==> src/rtl/sdhr_pkg.sv <==
// ----------------------------------------------------------------------------
// sdhr_pkg: shared types and constants for the deadband tracker and heat ranker
// Holds field widths, reset values, the sort entry and the exact rank compare.
// ----------------------------------------------------------------------------
package sdhr_pkg;

  localparam int SLOT_W    = 2;
  localparam int MILLI_W   = 18;
  localparam int DEG_W     = 8;
  localparam int CFG_W     = 8;
  localparam int CFG_IDX_W = 3;
  localparam int CFG_SLOTS = 4;
  localparam int NUM_W     = DEG_W + 1;
  localparam int DEN_W     = DEG_W;
  localparam int PROD_W    = NUM_W + DEN_W + 1;

  localparam int SENSORS_DEF  = 4;
  localparam int DEADBAND_DEF = 2;

  localparam logic [CFG_W-1:0] FLOOR_RESET = 8'd30;
  localparam logic [CFG_W-1:0] CEIL_RESET  = 8'd80;

  // Rounding to whole degrees: (m + 500) / 1000 as a reciprocal multiply.
  // 268436 / 2^28 is exact for every sum below 493000, which covers every
  // sum an 18-bit reading can produce.
  localparam int SUM_W       = MILLI_W + 1;
  localparam int RECIP_W     = 19;
  localparam int MUL_W       = SUM_W + RECIP_W;
  localparam int RECIP_SHIFT = 28;
  localparam int QUOT_W      = MUL_W - RECIP_SHIFT;
  localparam logic [SUM_W-1:0]   ROUND_BIAS = 19'd500;
  localparam logic [RECIP_W-1:0] RECIP      = 19'd268436;
  localparam logic [QUOT_W-1:0]  DEG_MAX    = 10'd255;

  // One sensor travelling along the sort chain; position is num / den, den > 0.
  typedef struct packed {
    logic                     valid;
    logic [SLOT_W-1:0]        slot;
    logic [DEG_W-1:0]         deg;
    logic signed [NUM_W-1:0]  num;
    logic [DEN_W-1:0]         den;
  } entry_t;

  typedef struct packed {
    logic clear;
    logic shift;
  } node_ctl_t;

  // True when a ranks before b: larger position, higher slot on a tie.
  function automatic logic ranks_before(entry_t a, entry_t b);
    logic signed [PROD_W-1:0] lhs;
    logic signed [PROD_W-1:0] rhs;
    lhs = PROD_W'(a.num) * PROD_W'($signed({1'b0, b.den}));
    rhs = PROD_W'(b.num) * PROD_W'($signed({1'b0, a.den}));
    return (lhs > rhs) || ((lhs == rhs) && (a.slot > b.slot));
  endfunction

endpackage

==> src/rtl/sdhr_cell.sv <==
// ----------------------------------------------------------------------------
// sdhr_cell: one stage of the systolic sort chain
// Keeps the best entry it has seen and hands the other one to its neighbor.
// During readout it takes the entry of its right neighbor instead.
// ----------------------------------------------------------------------------
module sdhr_cell
  import sdhr_pkg::*;
(
  input  logic      clk,
  input  logic      rst,
  input  node_ctl_t ctl,
  input  entry_t    ins,
  input  entry_t    shift_in,
  output entry_t    held,
  output entry_t    pass
);

  always_ff @(posedge clk) begin
    if (rst || ctl.clear) begin
      held.valid <= 1'b0;
      pass.valid <= 1'b0;
    end else if (ctl.shift) begin
      held       <= shift_in;
      pass.valid <= 1'b0;
    end else if (ins.valid) begin
      // An empty stage forwards its invalid content, which is a bubble.
      if (!held.valid || ranks_before(ins, held)) begin
        held <= ins;
        pass <= held;
      end else begin
        pass <= ins;
      end
    end else begin
      pass.valid <= 1'b0;
    end
  end

endmodule

==> src/rtl/sensor_deadband_and_heat_rank.sv <==
// ----------------------------------------------------------------------------
// sensor_deadband_and_heat_rank: deadband tracker and relative heat ranker
// Rounds millidegree readings per sensor slot; on end of scan updates the
// deadband references and emits the sensors sorted by position in range.
// ----------------------------------------------------------------------------
// A beat without tlast is stored and the block is ready again at once. A beat
// with tlast starts a scan pass: the feed state hands one sensor a cycle into
// a chain of SENSORS sort stages (deadband check on the way), the flush state
// lets the chain settle, then the drain state shifts the ranking out, one
// result beat a cycle when the sink is ready. The input is ready again once
// the drain state has loaded the last result beat, so output stalls delay it.
// Results carry rank position, slot and degrees in tdata, the any-changed
// flag in tuser and tlast on the final one.
// ----------------------------------------------------------------------------
module sensor_deadband_and_heat_rank
  import sdhr_pkg::*;
#(
  parameter int SENSORS  = SENSORS_DEF,
  parameter int DEADBAND = DEADBAND_DEF
) (
  input  logic                 clk,
  input  logic                 rst,
  input  logic                 s_tvalid,
  output logic                 s_tready,
  input  logic [23:0]          s_tdata,   // [1:0] sensor_slot, [19:2] reading_milli
  input  logic                 s_tlast,   // end_of_scan
  output logic                 m_tvalid,
  input  logic                 m_tready,
  output logic [15:0]          m_tdata,   // [1:0] rank_position, [3:2] ranked_slot,
                                          // [11:4] ranked_degrees
  output logic                 m_tuser,   // any_changed
  output logic                 m_tlast,   // last_of_ranking
  input  logic                 cfg_valid,
  output logic                 cfg_ready,
  input  logic [CFG_IDX_W-1:0] cfg_index,
  input  logic [CFG_W-1:0]     cfg_data
);

  localparam int CNT_W = (SENSORS > 1) ? $clog2(SENSORS) : 1;
  localparam logic [CNT_W-1:0] CNT_LAST = CNT_W'(SENSORS - 1);
  localparam int BAND_W = DEG_W + 2;
  localparam logic [BAND_W-1:0] BAND = BAND_W'(DEADBAND);

  typedef enum logic [3:0] {
    ST_IDLE  = 4'b0001,
    ST_FEED  = 4'b0010,
    ST_FLUSH = 4'b0100,
    ST_DRAIN = 4'b1000
  } state_t;

  state_t           state;
  logic [CNT_W-1:0] cnt;
  logic             changed;

  logic [CFG_W-1:0] floor_reg [CFG_SLOTS];
  logic [CFG_W-1:0] ceil_reg  [CFG_SLOTS];
  logic [DEG_W-1:0] cur_deg   [SENSORS];
  logic [DEG_W-1:0] ref_deg   [SENSORS];

  // ---------------------------------------------------------------- config
  assign cfg_ready = 1'b1;

  always_ff @(posedge clk) begin
    if (rst) begin
      for (int k = 0; k < CFG_SLOTS; k++) begin
        floor_reg[k] <= FLOOR_RESET;
        ceil_reg[k]  <= CEIL_RESET;
      end
    end else if (cfg_valid) begin
      if (cfg_index[0]) begin
        ceil_reg[cfg_index[CFG_IDX_W-1:1]]  <= cfg_data;
      end else begin
        floor_reg[cfg_index[CFG_IDX_W-1:1]] <= cfg_data;
      end
    end
  end

  // ---------------------------------------------------------------- input
  logic [SLOT_W-1:0]  in_slot;
  logic [MILLI_W-1:0] in_milli;
  logic [SUM_W-1:0]   round_sum;
  logic [MUL_W-1:0]   round_prod;
  logic [QUOT_W-1:0]  round_q;
  logic [DEG_W-1:0]   in_deg;
  logic               in_accept;
  logic               slot_ok;

  assign in_slot    = s_tdata[SLOT_W-1:0];
  assign in_milli   = s_tdata[SLOT_W+MILLI_W-1:SLOT_W];
  assign s_tready   = (state == ST_IDLE);
  assign in_accept  = s_tvalid && s_tready;
  assign slot_ok    = int'(in_slot) < SENSORS;
  assign round_sum  = SUM_W'(in_milli) + ROUND_BIAS;
  assign round_prod = MUL_W'(round_sum) * MUL_W'(RECIP);
  assign round_q    = round_prod[MUL_W-1:RECIP_SHIFT];
  assign in_deg     = (round_q > DEG_MAX) ? DEG_MAX[DEG_W-1:0] : round_q[DEG_W-1:0];

  // ---------------------------------------------------------------- feed side
  logic [DEG_W-1:0]        f_cur;
  logic [DEG_W-1:0]        f_ref;
  logic [CFG_W-1:0]        f_lo;
  logic [CFG_W-1:0]        f_hi;
  logic signed [NUM_W-1:0] f_num_raw;
  logic signed [NUM_W-1:0] f_den_raw;
  logic                    f_out_band;
  entry_t                  feed_entry;

  assign f_cur     = cur_deg[cnt];
  assign f_ref     = ref_deg[cnt];
  assign f_lo      = floor_reg[SLOT_W'(cnt)];
  assign f_hi      = ceil_reg[SLOT_W'(cnt)];
  assign f_num_raw = $signed({1'b0, f_cur}) - $signed({1'b0, f_lo});
  assign f_den_raw = $signed({1'b0, f_hi}) - $signed({1'b0, f_lo});
  assign f_out_band = (BAND_W'(f_cur) + BAND < BAND_W'(f_ref)) ||
                      (BAND_W'(f_cur) > BAND_W'(f_ref) + BAND);

  always_comb begin
    feed_entry.valid = (state == ST_FEED);
    feed_entry.slot  = SLOT_W'(cnt);
    feed_entry.deg   = f_cur;
    if (f_den_raw == '0) begin
      feed_entry.num = f_num_raw;
      feed_entry.den = DEN_W'(1);
    end else if (f_den_raw < 0) begin
      // A reversed range flips the sign of both terms to keep den positive.
      feed_entry.num = -f_num_raw;
      feed_entry.den = DEN_W'(-f_den_raw);
    end else begin
      feed_entry.num = f_num_raw;
      feed_entry.den = f_den_raw[DEN_W-1:0];
    end
  end

  always_ff @(posedge clk) begin
    if (rst) begin
      for (int k = 0; k < SENSORS; k++) begin
        cur_deg[k] <= '0;
        ref_deg[k] <= '0;
      end
    end else begin
      if (in_accept && slot_ok) begin
        cur_deg[in_slot[CNT_W-1:0]] <= in_deg;
      end
      if (state == ST_FEED && f_out_band) begin
        ref_deg[cnt] <= f_cur;
      end
    end
  end

  // ---------------------------------------------------------------- sort chain
  entry_t    link [SENSORS+1];
  entry_t    hold [SENSORS+1];
  node_ctl_t ctl;
  logic      load;

  assign link[0]       = feed_entry;
  assign hold[SENSORS] = '0;
  assign load          = (state == ST_DRAIN) && (!m_tvalid || m_tready);
  assign ctl.clear     = in_accept && s_tlast;
  assign ctl.shift     = load;

  for (genvar g = 0; g < SENSORS; g++) begin : g_chain
    sdhr_cell u_stage (
      .clk      (clk),
      .rst      (rst),
      .ctl      (ctl),
      .ins      (link[g]),
      .shift_in (hold[g+1]),
      .held     (hold[g]),
      .pass     (link[g+1])
    );
  end

  // ---------------------------------------------------------------- sequencer
  always_ff @(posedge clk) begin
    if (rst) begin
      state   <= ST_IDLE;
      cnt     <= '0;
      changed <= 1'b0;
    end else begin
      case (state)
        ST_IDLE: begin
          if (in_accept && s_tlast) begin
            state   <= ST_FEED;
            cnt     <= '0;
            changed <= 1'b0;
          end
        end
        ST_FEED: begin
          if (f_out_band) begin
            changed <= 1'b1;
          end
          if (cnt == CNT_LAST) begin
            state <= ST_FLUSH;
            cnt   <= '0;
          end else begin
            cnt <= cnt + 1'b1;
          end
        end
        ST_FLUSH: begin
          if (cnt == CNT_LAST) begin
            state <= ST_DRAIN;
            cnt   <= '0;
          end else begin
            cnt <= cnt + 1'b1;
          end
        end
        ST_DRAIN: begin
          if (load) begin
            if (cnt == CNT_LAST) begin
              state <= ST_IDLE;
              cnt   <= '0;
            end else begin
              cnt <= cnt + 1'b1;
            end
          end
        end
        default: begin
          state <= ST_IDLE;
          cnt   <= '0;
        end
      endcase
    end
  end

  // ---------------------------------------------------------------- output
  logic [SLOT_W-1:0] out_pos;
  logic [SLOT_W-1:0] out_slot;
  logic [DEG_W-1:0]  out_deg;
  logic              out_chg;
  logic              out_last;

  always_ff @(posedge clk) begin
    if (rst) begin
      m_tvalid <= 1'b0;
    end else if (load) begin
      m_tvalid <= 1'b1;
    end else if (m_tready) begin
      m_tvalid <= 1'b0;
    end
  end

  always_ff @(posedge clk) begin
    if (load) begin
      out_pos  <= SLOT_W'(cnt);
      out_slot <= hold[0].slot;
      out_deg  <= hold[0].deg;
      out_chg  <= changed;
      out_last <= (cnt == CNT_LAST);
    end
  end

  assign m_tdata = {4'b0000, out_deg, out_slot, out_pos};
  assign m_tuser = out_chg;
  assign m_tlast = out_last;

  // ---------------------------------------------------------------- checks
  a_no_spill: assert property (@(posedge clk) disable iff (rst)
    !link[SENSORS].valid)
    else $error("sort chain pushed an entry off its end");

  a_head_full: assert property (@(posedge clk) disable iff (rst)
    load |-> hold[0].valid)
    else $error("readout took an empty head stage");

  a_last_pos: assert property (@(posedge clk) disable iff (rst)
    (m_tvalid && m_tlast) |-> (m_tdata[1:0] == SLOT_W'(SENSORS - 1)))
    else $error("final result beat is not at the last rank position");

  a_scan_start: assert property (@(posedge clk) disable iff (rst)
    (s_tvalid && s_tready && s_tlast) |=> (state == ST_FEED))
    else $error("end-of-scan beat did not start a scan pass");

endmodule

==> config.mk <==
export PLATFORM = sky130hd
export DESIGN_NAME = sensor_deadband_and_heat_rank
export DESIGN_NICKNAME = d
export VERILOG_FILES = /design/src/rtl/sdhr_pkg.sv /design/src/rtl/sdhr_cell.sv /design/src/rtl/sensor_deadband_and_heat_rank.sv
export SDC_FILE = /design/constraint.sdc
export NUM_CORES = 2
export LEC_CHECK = 0
export BUFFER_PORTS_ARGS = -buffer_cell sky130_fd_sc_hd__buf_2
export CAP_MARGIN = 20
export CORE_MARGIN = 8
export CORE_UTILIZATION = 40
export DETAILED_ROUTE_END_ITERATION = 8
export HOLD_SLACK_MARGIN = 0.06
export PLACE_DENSITY = 0.56
export RECOVER_POWER = 50
export SYNTH_ARGS = -nofsm -noshare
export SYNTH_HDL_FRONTEND = slang
export SYNTH_SLANG_ARGS = --single-unit
==> constraint.sdc <==
create_clock -name clk -period 24.1 [get_ports clk]
set_input_delay 0 -clock clk [delete_from_list [all_inputs] [get_ports clk]]
set_output_delay 0 -clock clk [all_outputs]
set_load 0.005 [all_outputs]
==> metrics.md <==
| Metric | Value |
|---|---|
| Die Area | ~0.12 mm^2 |
| Critical path fanouts, max | 38 |
| Fin Setup TNS | 0 ns |
| Met2 routed WL | 45850 um |
| DR vias/cell | 4.906 |
| Top post-synthesis cells by count | 919 x inv_1, 557 x ha_1, 532 x fa_1, 481 x nand2_1, 375 x and2_1 |
| IR Drop Worst-Case VDD | 283.7 uV |
| Largest net degree at the start of global routing | 83 |
| Register area | ~0.010 mm^2 |
| CTS sink cnt | 348 |
| Average wire per standard cell | 16.15 um |
| Post-route setup slack | roughly 12 ns |
| Top Layer Used | met4 |
| Post-CTS setup buffers | 0 |
| GRT Total Usage | 16.24% |
| Post-synth EDFFs | about 330 |
| Worst Path Arrival | 12.08 ns |
| Fin Hold WS | approximately 0.3 ns |
| Max_cap viols | 4 |
| Synthesized area | 0.04469 mm^2 |
| Post-synthesis sequential area ratio | between 20% and 30% |
| Synthesized flop and latch total | 348 |
| Failing checks | capacitance limit, slew limit |
| Root buf cell | clkbuf_16 |
| Pwr Density | 102.3 mW/mm^2 |
| Area grow syn2layout | 7.433% |
| Input/output buffers | 52 |
| Area leader, netlist | fa_1 |
| Met3 WL | approximately 3300 um |
| Max reg flops | 112 |
| Worst-Margin Slew | just over 4 ns |
| Die width | 350.3 um |
| Longest Clk Path Bufs | 3 |
| Final Hold Vio Count | 0 |
| Hold Path Class | primary input to flop |
| Total CTS buffers | 39 |
| GP Congestion | slightly above 0.8 |
| Crit-path slowest cell | mux4_2 |
| Largest registers | g_chain.u_stage.held x112, g_chain.u_stage.pass x84 |
| WP data required | 24.28 ns |
| CP Capture Type | flop |
| Gr ovfl total | 0 |
| Setup Viol. Count Final | 0 |
| Final Skew | 0.04277 ns |
| Largest Register | g_chain.u_stage.held |
| Iteration-0 DRC Markers | 1347 |
| First-pass GRT wire length | 163100 um |
| Most frequent CP cell | inv_1 |
| Warnings, synthesis | 0 |
| CTS tree | done |
| Antenna-violating nets left | 0 |
| Initial antenna violation count | 5 |
| Leakage | 22.90 nW |
| Rows | roughly 120 |
| DRT Pass-1 Iters | 5 |
| Post-synth cell types | between 80 and 90 |
| Utilization after layout | a little over two fifths |
| Fin. max-slew vios | 228 |
| Share of cells above drive strength 1 | under 10% |
| Worst-path clk slew | 0.06 ns |
| Count leader, synth | inv_1 |
| Worst rel slew slack | -169.3% |
| Clk_lat worst skew | 0.57 ns |
| RSZ-0062 raised after global routing | false |
| Detailed Route WL | a little under 100000 um |
| Worst Setup Start Kind | flop |
| Setup WS pre-CTS | 12.00 ns |
| Ports | 62 |
| Ys async rst share | 0% |
| Initial Util | 40.33% |
| Crit path time final | 11.90 ns |
| Hold-critical path depth | 4 |
| Crit Path Category | flop to flop |
| Syn Inst Count | 4540 |
| Fillers | 10900 |
| Top cell type's share of synthesized area | 23.83% |
| DRT met1 WL | 46690 um |
| Pwr Total | 4.910 mW |
| Final #Nets | 5679 |
| Vias | 29770 |
| Status | finished, violations left |
| Fmax | 84.03 MHz |
| Final period util | between 40% and 50% |
| Largest cells by area after synthesis | fa_1 24%, edfxtp_1 22%, ha_1 16% |
| Die Ht | 350.3 um |
| Vias in the first global route | 31170 |
| Synth Flop Type | edfxtp_1 |
| Hpwl dp | 77110 um |
| DRC Markers | 0 |
| Core ar. | 0.1108 mm^2 |
| Htree depth | 2 |
| Register-to-Register Path Depth | 41 |
| Worst stage delay on the critical path | about 0.61 ns |
| Multi-input gate area | 0.03034 mm^2 |
| Mapped Avg Cell Area | between 9 and 10 um^2 |
-- layer usage --
metal  up-vias  track usage, %
li1      14560               -
met1     14700           22.59
met2       411           27.54
met3       105           1.561
met4         0           3.461
met5         -               0
-- cell usage in the layout (no fill, tap or decap), types with 26 or more instances in the layout --
| cell type | instances |
|---|---|
| nand4_1 | 28 |
| buf_4 | 29 |
| mux2_2 | 96 |
| nor2b_1 | 41 |
| clkbuf_1 | 35 |
| clkbuf_16 | 41 |
| or3_1 | 32 |
| edfxtp_1 | 331 |
| a21oi_1 | 135 |
| nor3_1 | 41 |
| and3_1 | 26 |
| nand2_1 | 481 |
| ha_1 | 557 |
| o21ai_0 | 69 |
| a21o_1 | 57 |
| xor2_1 | 53 |
| and2_1 | 344 |
| buf_2 | 37 |
| fa_1 | 532 |
| xnor2_1 | 132 |
| nor2_1 | 140 |
| nand3_1 | 40 |
| inv_1 | 919 |
| nand2b_1 | 34 |
| and2_0 | 31 |
-- power by group --
part / total [mW] / internal (mW) / switching (mW) / leakage [nW]
combinational: 3.60 / 1.59 / 2.00 / 19.0
clock: 0.623 / 0.370 / 0.253 / 0.648
sequential: 0.689 / 0.682 / 0.00722 / 3.25
-- through the flow --
step                cell area [um^2]  cells
finish                         48010   6068
global route                   48010   6066
CTS                            48040   6060
detailed placement             46480   5968
global placement               46460   5966
floorplan                      44700   4543
-- path summary, 6_finish.rpt --
kind                                from                          end  slack, ns
min                             m_tready                     m_tvalid       0.30
max reg2reg                         flop  g_chain[0].u_stage.held[16]      12.20
max                                 flop  g_chain[0].u_stage.held[16]      12.20
min reg2reg  g_chain[0].u_stage.held[22]                   out_deg[5]       0.42
-- worst max-delay path, delay by kind of cell (launching register included) --
family / cells / cell delay, ns
XOR/XNOR: 1 / 0.55
AO/OA/AOI/OAI: 14 / 3.19
AND/OR/NAND/NOR: 8 / 2.06
buffers and inverters: 9 / 1.80
flip-flops: 1 / 0.31
adder cells (fa/ha/maj): 8 / 2.91
multiplexers: 1 / 0.61
-- logic make-up (layout without fill, tap and decap cells) --
| group | Yosys count | count (layout) | synth area share (%) |
|---|---|---|---|
| adders and majority gates | 1089 | 1089 | 39.43 |
| and+or+nand+nor | 1295 | 1295 | 14.60 |
| DFF | 348 | 348 | 23.00 |
| muxes | 136 | 136 | 3.987 |
| AOI/OAI and AO/OA | 412 | 412 | 6.039 |
| xor gates and xnor gates | 187 | 187 | 3.727 |
| other | 2 | 7 | 0.01680 |
| buffers and inverters | 1071 | 1106 | 9.206 |
-- cell type report --
class                      count  area share (%)
multi-input combinational   3124           63.19
sequential                   348           21.42
inverter                     920           7.195
tap                         1488           3.878
clock buffer                  49           2.220
timing repair buffer         116           1.517
clock inverter                21          0.5707
antenna                        2         0.01042
-- timing repair --
action	4_1_cts	5_1_grt
endpoints found under the hold margin	96	0
hold buffers	22	0
resized for setup	0	0
No activity file was read; power rests on OpenSTA's default activity.
